File: src/rtl/pcts_pkg.sv
`timescale 1ns / 1ps
// Package for the percent substitution pass: payload word types, character
// codes and configuration register indexes. No dependencies.
package pcts_pkg;

  typedef struct packed {
    logic [7:0] char_in;
    logic       is_final;
  } in_word_t;

  typedef struct packed {
    logic [7:0] char_out;
    logic       char_valid;
    logic       string_end;
  } out_word_t;

  // output queue depth, a power of two of at least two
  localparam int QUEUE_DEPTH = 4;

  // configuration register indexes
  localparam logic CFG_DIALECT  = 1'b0;
  localparam logic CFG_EVALUATE = 1'b1;

  localparam logic [7:0] CH_PERCENT = 8'h25;
  localparam logic [7:0] CH_LT      = 8'h3C;
  localparam logic [7:0] CH_GT      = 8'h3E;
  localparam logic [7:0] CH_EQ      = 8'h3D;
  localparam logic [7:0] CH_DOLLAR  = 8'h24;
  localparam logic [7:0] CH_BSLASH  = 8'h5C;
  localparam logic [7:0] CH_CR      = 8'h0D;
  localparam logic [7:0] CH_LF      = 8'h0A;
  localparam logic [7:0] CH_TAB     = 8'h09;
  localparam logic [7:0] CH_SPACE   = 8'h20;
  localparam logic [7:0] CH_UP_B    = 8'h42;
  localparam logic [7:0] CH_UP_C    = 8'h43;
  localparam logic [7:0] CH_UP_I    = 8'h49;
  localparam logic [7:0] CH_UP_L    = 8'h4C;
  localparam logic [7:0] CH_UP_Q    = 8'h51;
  localparam logic [7:0] CH_UP_R    = 8'h52;
  localparam logic [7:0] CH_UP_T    = 8'h54;
  localparam logic [7:0] CH_UP_V    = 8'h56;
  localparam logic [7:0] CH_UP_W    = 8'h57;
  localparam logic [7:0] CH_UP_X    = 8'h58;

endpackage

File: src/rtl/percent_substitution_pass.sv
`timescale 1ns / 1ps
// Top level of the percent substitution pass: scanner state machine and
// output queue. Depends on pcts_pkg.

// One input byte is taken per cycle while in_stall is low. Each byte is
// decoded in the cycle it is accepted and yields zero, one or two output
// words, which go into a four-word output queue; the queue drains one word
// per cycle while out_stall is low, so bytes that expand to two words (CR LF,
// "% ") can fill the queue and hold the input. in_stall rises while fewer
// than two queue slots are free. Configuration writes take effect on the next
// accepted byte and should be made while no string is in flight.
module percent_substitution_pass (
  input  logic                clk,
  input  logic                rst,
  input  logic                in_valid,
  output logic                in_stall,
  input  pcts_pkg::in_word_t  in_word,
  output logic                out_valid,
  input  logic                out_stall,
  output pcts_pkg::out_word_t out_word,
  input  logic                cfg_we,
  input  logic                cfg_index,
  input  logic                cfg_data
);

  localparam int PtrW = $clog2(pcts_pkg::QUEUE_DEPTH);
  localparam int CntW = $clog2(pcts_pkg::QUEUE_DEPTH + 1);

  typedef enum logic [3:0] {
    ST_PLAIN      = 4'd0,
    ST_ESC        = 4'd1,
    ST_PCT        = 4'd2,
    ST_ANGLE_OPT  = 4'd3,
    ST_ARG        = 4'd4,
    ST_ANGLE      = 4'd5,
    ST_ALPHA_OPT  = 4'd6,
    ST_I_OPT      = 4'd7,
    ST_DOLLAR_OPT = 4'd8
  } scan_t;

  scan_t scan_state, scan_state_next;
  logic  dialect, evaluate_mode;

  pcts_pkg::out_word_t queue [pcts_pkg::QUEUE_DEPTH];
  logic [PtrW-1:0]     wr_ptr, rd_ptr;
  logic [CntW-1:0]     count, count_next;

  logic       accept, pop;
  logic [7:0] c, up, ch0, ch1;
  logic [1:0] n_emit, n_push;
  logic       fin, second, ev, is_alpha, is_digit, tail, plain;
  pcts_pkg::out_word_t w0, w1;

  assign accept = in_valid && !in_stall;
  assign pop    = out_valid && !out_stall;

  always_comb begin
    c        = in_word.char_in;
    fin      = in_word.is_final;
    second   = dialect;
    ev       = evaluate_mode;
    is_alpha = (c >= 8'h41 && c <= 8'h5A) || (c >= 8'h61 && c <= 8'h7A);
    is_digit = (c >= 8'h30 && c <= 8'h39);
    up       = (c >= 8'h61 && c <= 8'h7A) ? c - 8'd32 : c;
    n_emit   = 2'd0;
    ch0      = c;
    ch1      = c;
    tail     = 1'b0;
    plain    = 1'b0;
    scan_state_next = scan_state;

    case (scan_state)
      ST_ESC: begin
        n_emit = 2'd1;
        scan_state_next = ST_PLAIN;
      end
      ST_PCT: begin
        // value byte of the unit
        n_emit = 2'd1;
        if (!ev) begin
          ch0 = c;
        end else if (c == pcts_pkg::CH_PERCENT) begin
          ch0 = pcts_pkg::CH_PERCENT;
        end else if (up == pcts_pkg::CH_UP_B) begin
          ch0 = pcts_pkg::CH_SPACE;
        end else if (up == pcts_pkg::CH_UP_T) begin
          ch0 = pcts_pkg::CH_TAB;
        end else if (up == pcts_pkg::CH_UP_R) begin
          if (second) begin
            ch0 = pcts_pkg::CH_LF;
          end else begin
            n_emit = 2'd2;
            ch0    = pcts_pkg::CH_CR;
            ch1    = pcts_pkg::CH_LF;
          end
        end else if (second && c == pcts_pkg::CH_SPACE) begin
          n_emit = 2'd2;
          ch0    = pcts_pkg::CH_PERCENT;
          ch1    = pcts_pkg::CH_SPACE;
        end

        if (second && c == pcts_pkg::CH_SPACE) begin
          scan_state_next = ST_PLAIN;
        end else if (is_digit) begin
          scan_state_next = ST_PLAIN;
        end else if (up == pcts_pkg::CH_UP_Q) begin
          scan_state_next = ST_ARG;
        end else if (up == pcts_pkg::CH_UP_V) begin
          scan_state_next = ST_ALPHA_OPT;
        end else if (second && up == pcts_pkg::CH_UP_W) begin
          scan_state_next = ST_ALPHA_OPT;
        end else if (up == pcts_pkg::CH_UP_C || up == pcts_pkg::CH_UP_X) begin
          if (second) begin
            scan_state_next = (up == pcts_pkg::CH_UP_X) ? ST_ALPHA_OPT : ST_PLAIN;
          end else begin
            scan_state_next = ST_ARG;
          end
        end else if (c == pcts_pkg::CH_EQ) begin
          scan_state_next = ST_ANGLE_OPT;
        end else if (up == pcts_pkg::CH_UP_I) begin
          scan_state_next = ST_I_OPT;
        end else if (second && c == pcts_pkg::CH_DOLLAR) begin
          scan_state_next = ST_DOLLAR_OPT;
        end else begin
          scan_state_next = ST_PLAIN;
        end
      end
      ST_ANGLE_OPT: begin
        if (c == pcts_pkg::CH_LT) begin
          tail = 1'b1;
          scan_state_next = ST_ANGLE;
        end else begin
          plain = 1'b1;
        end
      end
      ST_ARG: begin
        tail = 1'b1;
        scan_state_next = (c == pcts_pkg::CH_LT) ? ST_ANGLE : ST_PLAIN;
      end
      ST_ANGLE: begin
        tail = 1'b1;
        scan_state_next = (c == pcts_pkg::CH_GT) ? ST_PLAIN : ST_ANGLE;
      end
      ST_ALPHA_OPT: begin
        if (is_alpha) begin
          tail = 1'b1;
          scan_state_next = ST_PLAIN;
        end else begin
          plain = 1'b1;
        end
      end
      ST_I_OPT: begin
        if (is_digit || (second && up == pcts_pkg::CH_UP_L)) begin
          tail = 1'b1;
          scan_state_next = ST_PLAIN;
        end else begin
          plain = 1'b1;
        end
      end
      ST_DOLLAR_OPT: begin
        if (is_digit || up == pcts_pkg::CH_UP_L) begin
          tail = 1'b1;
          scan_state_next = ST_PLAIN;
        end else begin
          plain = 1'b1;
        end
      end
      default: begin
        plain = 1'b1;
      end
    endcase

    // trailing unit bytes show only when copying verbatim
    if (tail && !ev) begin
      n_emit = 2'd1;
    end

    if (plain) begin
      if (c == pcts_pkg::CH_BSLASH) begin
        scan_state_next = ST_ESC;
      end else if (c == pcts_pkg::CH_PERCENT) begin
        if (!ev || fin) begin
          n_emit = 2'd1;
        end
        scan_state_next = ST_PCT;
      end else begin
        n_emit = 2'd1;
        scan_state_next = ST_PLAIN;
      end
    end

    if (fin) begin
      scan_state_next = ST_PLAIN;
    end

    w0.char_out   = ch0;
    w0.char_valid = 1'b1;
    w0.string_end = fin && (n_emit == 2'd1);
    w1.char_out   = ch1;
    w1.char_valid = 1'b1;
    w1.string_end = fin;
    n_push        = n_emit;
    // bare end marker
    if (fin && n_emit == 2'd0) begin
      w0.char_out   = 8'h00;
      w0.char_valid = 1'b0;
      w0.string_end = 1'b1;
      n_push        = 2'd1;
    end
  end

  always_comb begin
    count_next = count;
    if (accept) begin
      count_next = count_next + CntW'(n_push);
    end
    if (pop) begin
      count_next = count_next - CntW'(1);
    end
  end

  assign in_stall  = (count > CntW'(pcts_pkg::QUEUE_DEPTH - 2));
  assign out_valid = (count != '0);
  assign out_word  = queue[rd_ptr];

  always_ff @(posedge clk) begin
    if (rst) begin
      scan_state    <= ST_PLAIN;
      dialect       <= 1'b0;
      evaluate_mode <= 1'b1;
      wr_ptr        <= '0;
      rd_ptr        <= '0;
      count         <= '0;
    end else begin
      if (cfg_we) begin
        case (cfg_index)
          pcts_pkg::CFG_DIALECT:  dialect       <= cfg_data;
          pcts_pkg::CFG_EVALUATE: evaluate_mode <= cfg_data;
          default: ;
        endcase
      end
      if (accept) begin
        scan_state <= scan_state_next;
        if (n_push != 2'd0) begin
          queue[wr_ptr] <= w0;
        end
        if (n_push == 2'd2) begin
          queue[wr_ptr + PtrW'(1)] <= w1;
        end
        wr_ptr <= wr_ptr + PtrW'(n_push);
      end
      if (pop) begin
        rd_ptr <= rd_ptr + PtrW'(1);
      end
      count <= count_next;
    end
  end

endmodule

File: config.mk
export PLATFORM = sky130hd
export DESIGN_NAME = percent_substitution_pass
export DESIGN_NICKNAME = d
export VERILOG_FILES = /design/src/rtl/pcts_pkg.sv /design/src/rtl/percent_substitution_pass.sv
export SDC_FILE = /design/constraint.sdc
export NUM_CORES = 1
export LEC_CHECK = 0
export BUFFER_PORTS_ARGS = -buffer_cell sky130_fd_sc_hd__buf_2
export CAP_MARGIN = 10
export CORE_AREA = 4 4 97 81
export DETAILED_ROUTE_END_ITERATION = 8
export DIE_AREA = 0 0 101 85
export GPL_TIMING_DRIVEN = 0
export PLACE_DENSITY = 0.77
export REMOVE_ABC_BUFFERS = 1
export SYNTH_ARGS = -nofsm -noshare
export SYNTH_HDL_FRONTEND = slang
export SYNTH_SLANG_ARGS = --single-unit
export TNS_END_PERCENT = 20
File: constraint.sdc
create_clock -name clk -period 4.27 [get_ports clk]
set_clock_uncertainty 0.2 [all_clocks]
set_input_delay 0.2135 -clock clk [delete_from_list [all_inputs] [get_ports clk]]
set_output_delay 0.2135 -clock clk [all_outputs]
set_load 0.02 [all_outputs]
* After elaboration in Yosys (flattened, before gate mapping)
Memory sizes are Yosys's and may differ from the RTL's. A register that Yosys moved wholly into a read port is not among the register bits.
Index checks and enable logic that the tools add are counted.
** Cells by class
- Add/sub/neg operators :: 6
- Mux-type cells :: 76
- Bitwise operators :: 1
- Reductions and logical operators :: 29
- Eq/ne operators :: 31
- Order comparisons :: 7
** Operator list (number)
- 8-bit two-way mux :: 16
- 8-bit by 7-bit == test with 1-bit output, second input constant :: 11
- 4-bit two-way mux :: 15
- 8-bit by 6-bit == test with 1-bit output, second input constant :: 6
- 2-bit two-way mux :: 17
- 4-bit case mux with 8 select lines :: 1
- 3-bit two-way mux :: 7
- 4-bit by 3-bit == test with 1-bit output, second input constant :: 4
- 8-bit by 7-bit greater-or-equal comparator with 1-bit output, second input constant :: 2
- 8-bit by 7-bit <= comparator with 1-bit output, second input constant :: 2
- 1-bit two-way mux :: 16
- 4-bit != test, second input constant :: 4
- 1-bit logical AND :: 12
- 10-bit two-way mux :: 1
- 1-bit case mux with 5 select lines :: 2
- 10-bit nonzero test :: 1
- 4-bit by 2-bit == test with 1-bit output, second input constant :: 2
- 8-bit by 6-bit greater-or-equal comparator with 1-bit output, second input constant :: 1
- 8-bit by 6-bit <= comparator with 1-bit output, second input constant :: 1
- 8-bit by 6-bit subtractor with 8-bit output, second input constant :: 1
- 6-bit AND reduction :: 1
- 1-bit logical OR :: 5
- 2-bit by 1-bit adder with 2-bit output, second input constant :: 2
- 4-bit by 1-bit == test with 1-bit output, second input constant :: 1
- other kinds (16) :: 19
** Word-level totals
- Input port bits :: 16
- Register bits after elaboration :: 13
- Logic and storage cells :: 157
- RAM bits :: 40
- Memories kept :: 1
- Output and inout bits :: 12
** Memory list
- queue :: depth 4, bits a word 10, read ports 1, clocked after Yosys merged registers in 1, wr ports 2, line percent_substitution_pass.sv:44 : pcts_pkg::out_word_t queue [pcts_pkg::QUEUE_DEPTH];

* Longest topological paths before layout
- Word-level depth :: 23
- Gate-level depth with buffers :: 20
- Mapped depth without buffers :: 18

* Worst setup path before layout
Ideal clock, no wire load.
- Kind :: in2reg
- Start point :: input port in_word[6] (netlist name)
- End point :: register count[1]
- Data required time :: 4.005 ns
- Path buffers :: 2
- Slack :: 0.107 ns
- Arrival time :: 3.898 ns
- Library setup time :: 0.065 ns
- Stages :: 18
- Cells stage by stage :: clkbuf_1 inv_1 ha_1 o41ai_1 a22oi_1 o311ai_1 o2111a_1 o21ai_2 buf_6 a21o_1 ha_1 inv_1 fa_1 nor2_1 a21oi_1 ha_1 mux2_2 nor2_1
** Between the ends
- Word-level cells in the longest chain between the ends :: 22
- Elaborated cells between the ends (all ways) :: 54
- Classes of those cells :: 3 x add/sub; 6 x order compare; 8 x eq/ne; 26 x mux; 11 x reduce/logical
** RTL lines
- from (decl) :: line percent_substitution_pass.sv:17 : input pcts_pkg::in_word_t in_word,
- 8-bit by 7-bit greater-or-equal comparator with 1-bit output or 8-bit by 7-bit <= comparator with 1-bit output (tied branches) :: line percent_substitution_pass.sv:62, percent_substitution_pass.sv:64
- 1-bit logical AND :: line percent_substitution_pass.sv:62, percent_substitution_pass.sv:64
- 8-bit two-way mux :: line percent_substitution_pass.sv:64 : up = (c >= 8'h61 && c <= 8'h7A) ? c - 8'd32 : c;
- 8-bit by 7-bit == test with 1-bit output :: line percent_substitution_pass.sv:88 : end else if (up == pcts_pkg::CH_UP_R) begin
- 2-bit two-way mux :: line percent_substitution_pass.sv:88
- 2-bit two-way mux :: line percent_substitution_pass.sv:86 : end else if (up == pcts_pkg::CH_UP_T) begin
- 2-bit two-way mux :: line percent_substitution_pass.sv:84 : end else if (up == pcts_pkg::CH_UP_B) begin
- 2-bit two-way mux :: line percent_substitution_pass.sv:82 : end else if (c == pcts_pkg::CH_PERCENT) begin
- [... 6 more ...]
- 2-bit two-way mux * :: line percent_substitution_pass.sv:178 : if (plain) begin
- 2-bit zero test :: line percent_substitution_pass.sv:204 : if (fin && n_emit == 2'd0) begin
- 1-bit logical AND :: line percent_substitution_pass.sv:204
- 2-bit two-way mux * :: line percent_substitution_pass.sv:204
- 3-bit by 2-bit adder with 3-bit output * :: line percent_substitution_pass.sv:215 : count_next = count_next + CntW'(n_push);
- 3-bit two-way mux * :: line percent_substitution_pass.sv:214 : if (accept) begin
- 3-bit by 1-bit subtractor with 3-bit output :: line percent_substitution_pass.sv:218 : count_next = count_next - CntW'(1);
- 3-bit two-way mux * :: line percent_substitution_pass.sv:217 : if (pop) begin
- to (signal assigned) :: line percent_substitution_pass.sv:255 : count <= count_next;
- to (decl) :: line percent_substitution_pass.sv:46 : logic [CntW-1:0] count, count_next;
Mark *: on every way between the ends. The rest lies on a longest branch, timed or not.
A chain may end at the register's enable or synchronous reset.

* Worst setup path after layout
- Start point :: register scan_state[3]
- End point :: register count[1]
** Between the ends
- Word-level cells in the longest chain between the ends :: 16
- Elaborated cells between the ends (all ways) :: 26
- Classes of those cells :: 2 x add/sub; 8 x eq/ne; 11 x mux; 5 x reduce/logical
** RTL lines
- from (decl) :: line percent_substitution_pass.sv:41 : scan_t scan_state, scan_state_next;
- from (signal assigned) :: line percent_substitution_pass.sv:243 : scan_state <= scan_state_next;
- 4-bit by 3-bit == test with 1-bit output :: line percent_substitution_pass.sv:72 : case (scan_state)
- 2-bit OR reduction (no source line)
- 1-bit case mux with 5 select lines :: line percent_substitution_pass.sv:72
- 1-bit logical AND :: line percent_substitution_pass.sv:174 : if (tail && !ev) begin
- 2-bit two-way mux :: line percent_substitution_pass.sv:174
- 2-bit two-way mux :: line percent_substitution_pass.sv:182 : if (!ev || fin) begin
- 2-bit two-way mux :: line percent_substitution_pass.sv:181 : end else if (c == pcts_pkg::CH_PERCENT) begin
- 2-bit two-way mux :: line percent_substitution_pass.sv:179 : if (c == pcts_pkg::CH_BSLASH) begin
- 2-bit two-way mux * :: line percent_substitution_pass.sv:178
- 2-bit zero test :: line percent_substitution_pass.sv:204
- 1-bit logical AND :: line percent_substitution_pass.sv:204
- 2-bit two-way mux * :: line percent_substitution_pass.sv:204
- 3-bit by 2-bit adder with 3-bit output * :: line percent_substitution_pass.sv:215
- 3-bit two-way mux * :: line percent_substitution_pass.sv:214
- 3-bit by 1-bit subtractor with 3-bit output :: line percent_substitution_pass.sv:218
- 3-bit two-way mux * :: line percent_substitution_pass.sv:217
Marks and branches as above.

==> results.md <==
* Worst Setup Start Kind: flop
* Power per cell area at 409 nW/um2
* Clock buffer depth at 2
* Core Box Area at 6790 um2
* Critical path buffers and inverters at 1
* Leading area contributor after synthesis: edfxtp_1
* Post-synth EDFFs at 36
* Via count at 3003
* YS warnings at 0
* Top cells by area, synth: edfxtp_1, dfxtp_1, mux4_2
* Top-count cell post-synth: nor2_1
* Hold slack at 0.0624 ns
* Post-synthesis register bit count at 55
* Antenna-violating nets left at 0
* Hpwl dp at 5.70 mm
* Number of remaining DRC errors at 0
* Final Util at 56.2%
* Gpl congestion at 0.892
* Tcrit/Tclk final at 93.7%
* Initial Util at 51.1%
* Total track usage at 19.2%
* Synth-to-layout area growth at 10.0%
* # IOs at 28
* Final net count at 424
* Die area at 8590 um2
* Sw power at 578 uW
* Finished Layout Cells at 489
* WS Path Type: flop to flop
* Vias per cell at 6.14
* Post-synth top cells: nor2_1, nand2_1, edfxtp_1, a21oi_1, dfxtp_1
* # diodes at 0
* Hold Path Class: input port to flop
* CP max FO at 18
* Reg power frac at 44.6%
* Crit path setup slack, layout at 0.267 ns
* First-pass GRT wire length at 13.4 mm
* CTS Buf Count at 5
* Setup violations, final at 0
* Crit path cell chain: or4b_2 -> nand2_1 -> o311ai_1 -> o2111a_2 -> o21ai_4 -> a21o_1 -> ha_1 -> inv_1 -> fa_1 -> nor2_1 -> a21oi_1 -> ha_1 -> mux2_2 -> nor2_1
* Syn Inst Count at 382
* Peak VDD IR at 0.000306 V
* Data required, critical path at 4.31 ns
* Synthesized cell area at 3470 um2
* Die width at 101 um
* Count of different cell masters after synthesis at 68
* Synth top area share at 31.2%
* Total grt overflow at 0
* Largest net degree at the start of global routing at 22
* Lkg Pwr at 0.00136 uW
* Clock-pin slew on the worst setup and hold paths at 0.10 ns
* 1st-iter DRT viols at 278
* Main flop type after synthesis: edfxtp_1
* Routed WL at 8.14 mm
* Max frequency at 0.250 GHz
* Max-slew violation count at 0
* DR pass1 iterations at 5
* H-tree levels at 2
* Layout cells sized above 1 at 15.7%
* Die Y at 85 um
* WL/cell at 16.7 um
* Outcome: complete, no violations
* CTS tree: yes
* Initial antenna violation count at 0
* Clk root buf: clkbuf_8
* Clk pwr share at 19.2%
* Max-Cap Viols at 0
* Post-synthesis sequential area ratio at 42.2%
* Port bufs at 27
* Mapped Avg Cell Area at 9.08 um2
* Int Power at 982 uW
* Core Rows at 27
* CTS Sinks at 55
* Worst Max-Slew Pin Slew at 1.14 ns
* Minimum clock period at 4.00 ns
* Setup crit end kind: flop
* Sw Share at 37.0%
* Vias in the first global route at 2777
* WP data arrival at 4.04 ns
* Top delay family on crit path: compound AO/OA/AOI/OAI gates
* Worst-skew pair later-pin latency at 0.31 ns
* Asr flop ratio synth at 0%
* Placed cells at 472
* Slew margin rel. at 23.7%
* Slowest-stage cell, CP: or4b_2
* Unrepaired setup endpoints after global routing: false
* Count of final hold-check violations at 0
* DP Worst Slack at -0.272 ns
* Crit path largest cell delay at 0.64 ns
* Gate power share at 36.1%
## worst paths after layout
path | startpoint | to | slack [ns] | cells after the start
worst max-delay path | scan_state[3] | count[1] | 0.27 | 14
worst min-delay path | rst | scan_state[3] | 0.06 | 2
worst max register to register | scan_state[3] | count[1] | 0.27 | 14
worst min register to register | queue[0][1] | queue[0][1] | 0.33 | 2
## power groups by stage
stage          logic (uW)  registers, uW  clock network, uW
3_5_place_dp          546            712                  0
4_1_cts               552            699                300
5_1_grt               624            710                329
3_3_place_gp          532            708                  0
6_report              563            696                300
2_1_floorplan         405            686                  0
## logic make-up after synthesis
logic type / count (synthesis) / share of synthesized area (%)
AND/OR/NAND/NOR: 164 / 23.1
AO/OA/AOI/OAI: 95 / 17.7
flip-flops: 55 / 42.2
buffers and inverters: 39 / 4.62
multiplexers: 13 / 7.40
XOR/XNOR: 9 / 2.27
adder cells (fa/ha/maj): 7 / 2.74
## per-stage QoR
| stage | power (uW) | TNS, ns | instance area (um2) |
|---|---|---|---|
| floorplan | 1090 | 0 | 3360 |
| global placement | 1240 | -0.247 | 3610 |
| detailed placement | 1260 | -0.425 | 3610 |
| CTS | 1550 | 0 | 3740 |
| global route | 1660 | 0 | 3810 |
| finish | 1560 | 0 | 3810 |
## timing repair
item | CTS | global route
hold buffers | 4 | 0
setup buffers | 0 | 5
endpoints found under the hold margin | 3 | 0
resized for setup | 0 | 8
setup endpoints to repair | 0 | 2
## registers in the layout, summed over array words and instances, names as in the netlist, named ones only
name	flops
count	3
dialect	1
ev	1
queue	40
rd_ptr	2
scan_state	4
wr_ptr	2
## per-layer routing
metal,global-route usage [%],wire [um]
met1,27.7,3690
met2,30.3,3890
met3,4.44,514
met4,3.02,44
met5,0,0
## placed cells by master (no fill, tap or decap), types with 3 or more instances in the layout
cell type      instances
nand2b_1               6
a31oi_1                6
buf_2                 27
buf_4                  5
dfxtp_1               19
nand2_1               41
edfxtp_1              36
clkbuf_8               5
inv_1                 14
xnor2_1                5
and2_1                 4
nor2b_1                6
nand3_1               13
xor2_1                 4
dlygate4sd3_1          4
a21oi_1               24
or3_1                  5
nand4_1                4
o21ai_1                4
nor3_1                 7
o21ai_0               17
nor4_2                 3
nand4b_1               3
nor2_1                58
ha_1                   6
mux4_2                10
o22ai_1               12
## area by class of cell
type                            instances  area, um2
Multi-Input combinational cell        288       1880
Fill cell                             595       2980
Sequential cell                        55       1460
Timing Repair Buffer                   36        213
Inverter                               15       58.8
Tap cell                               87        109
Clock buffer                            5       68.8
Clock inverter                          3       25.0
(Power assumes the default switching activity.)
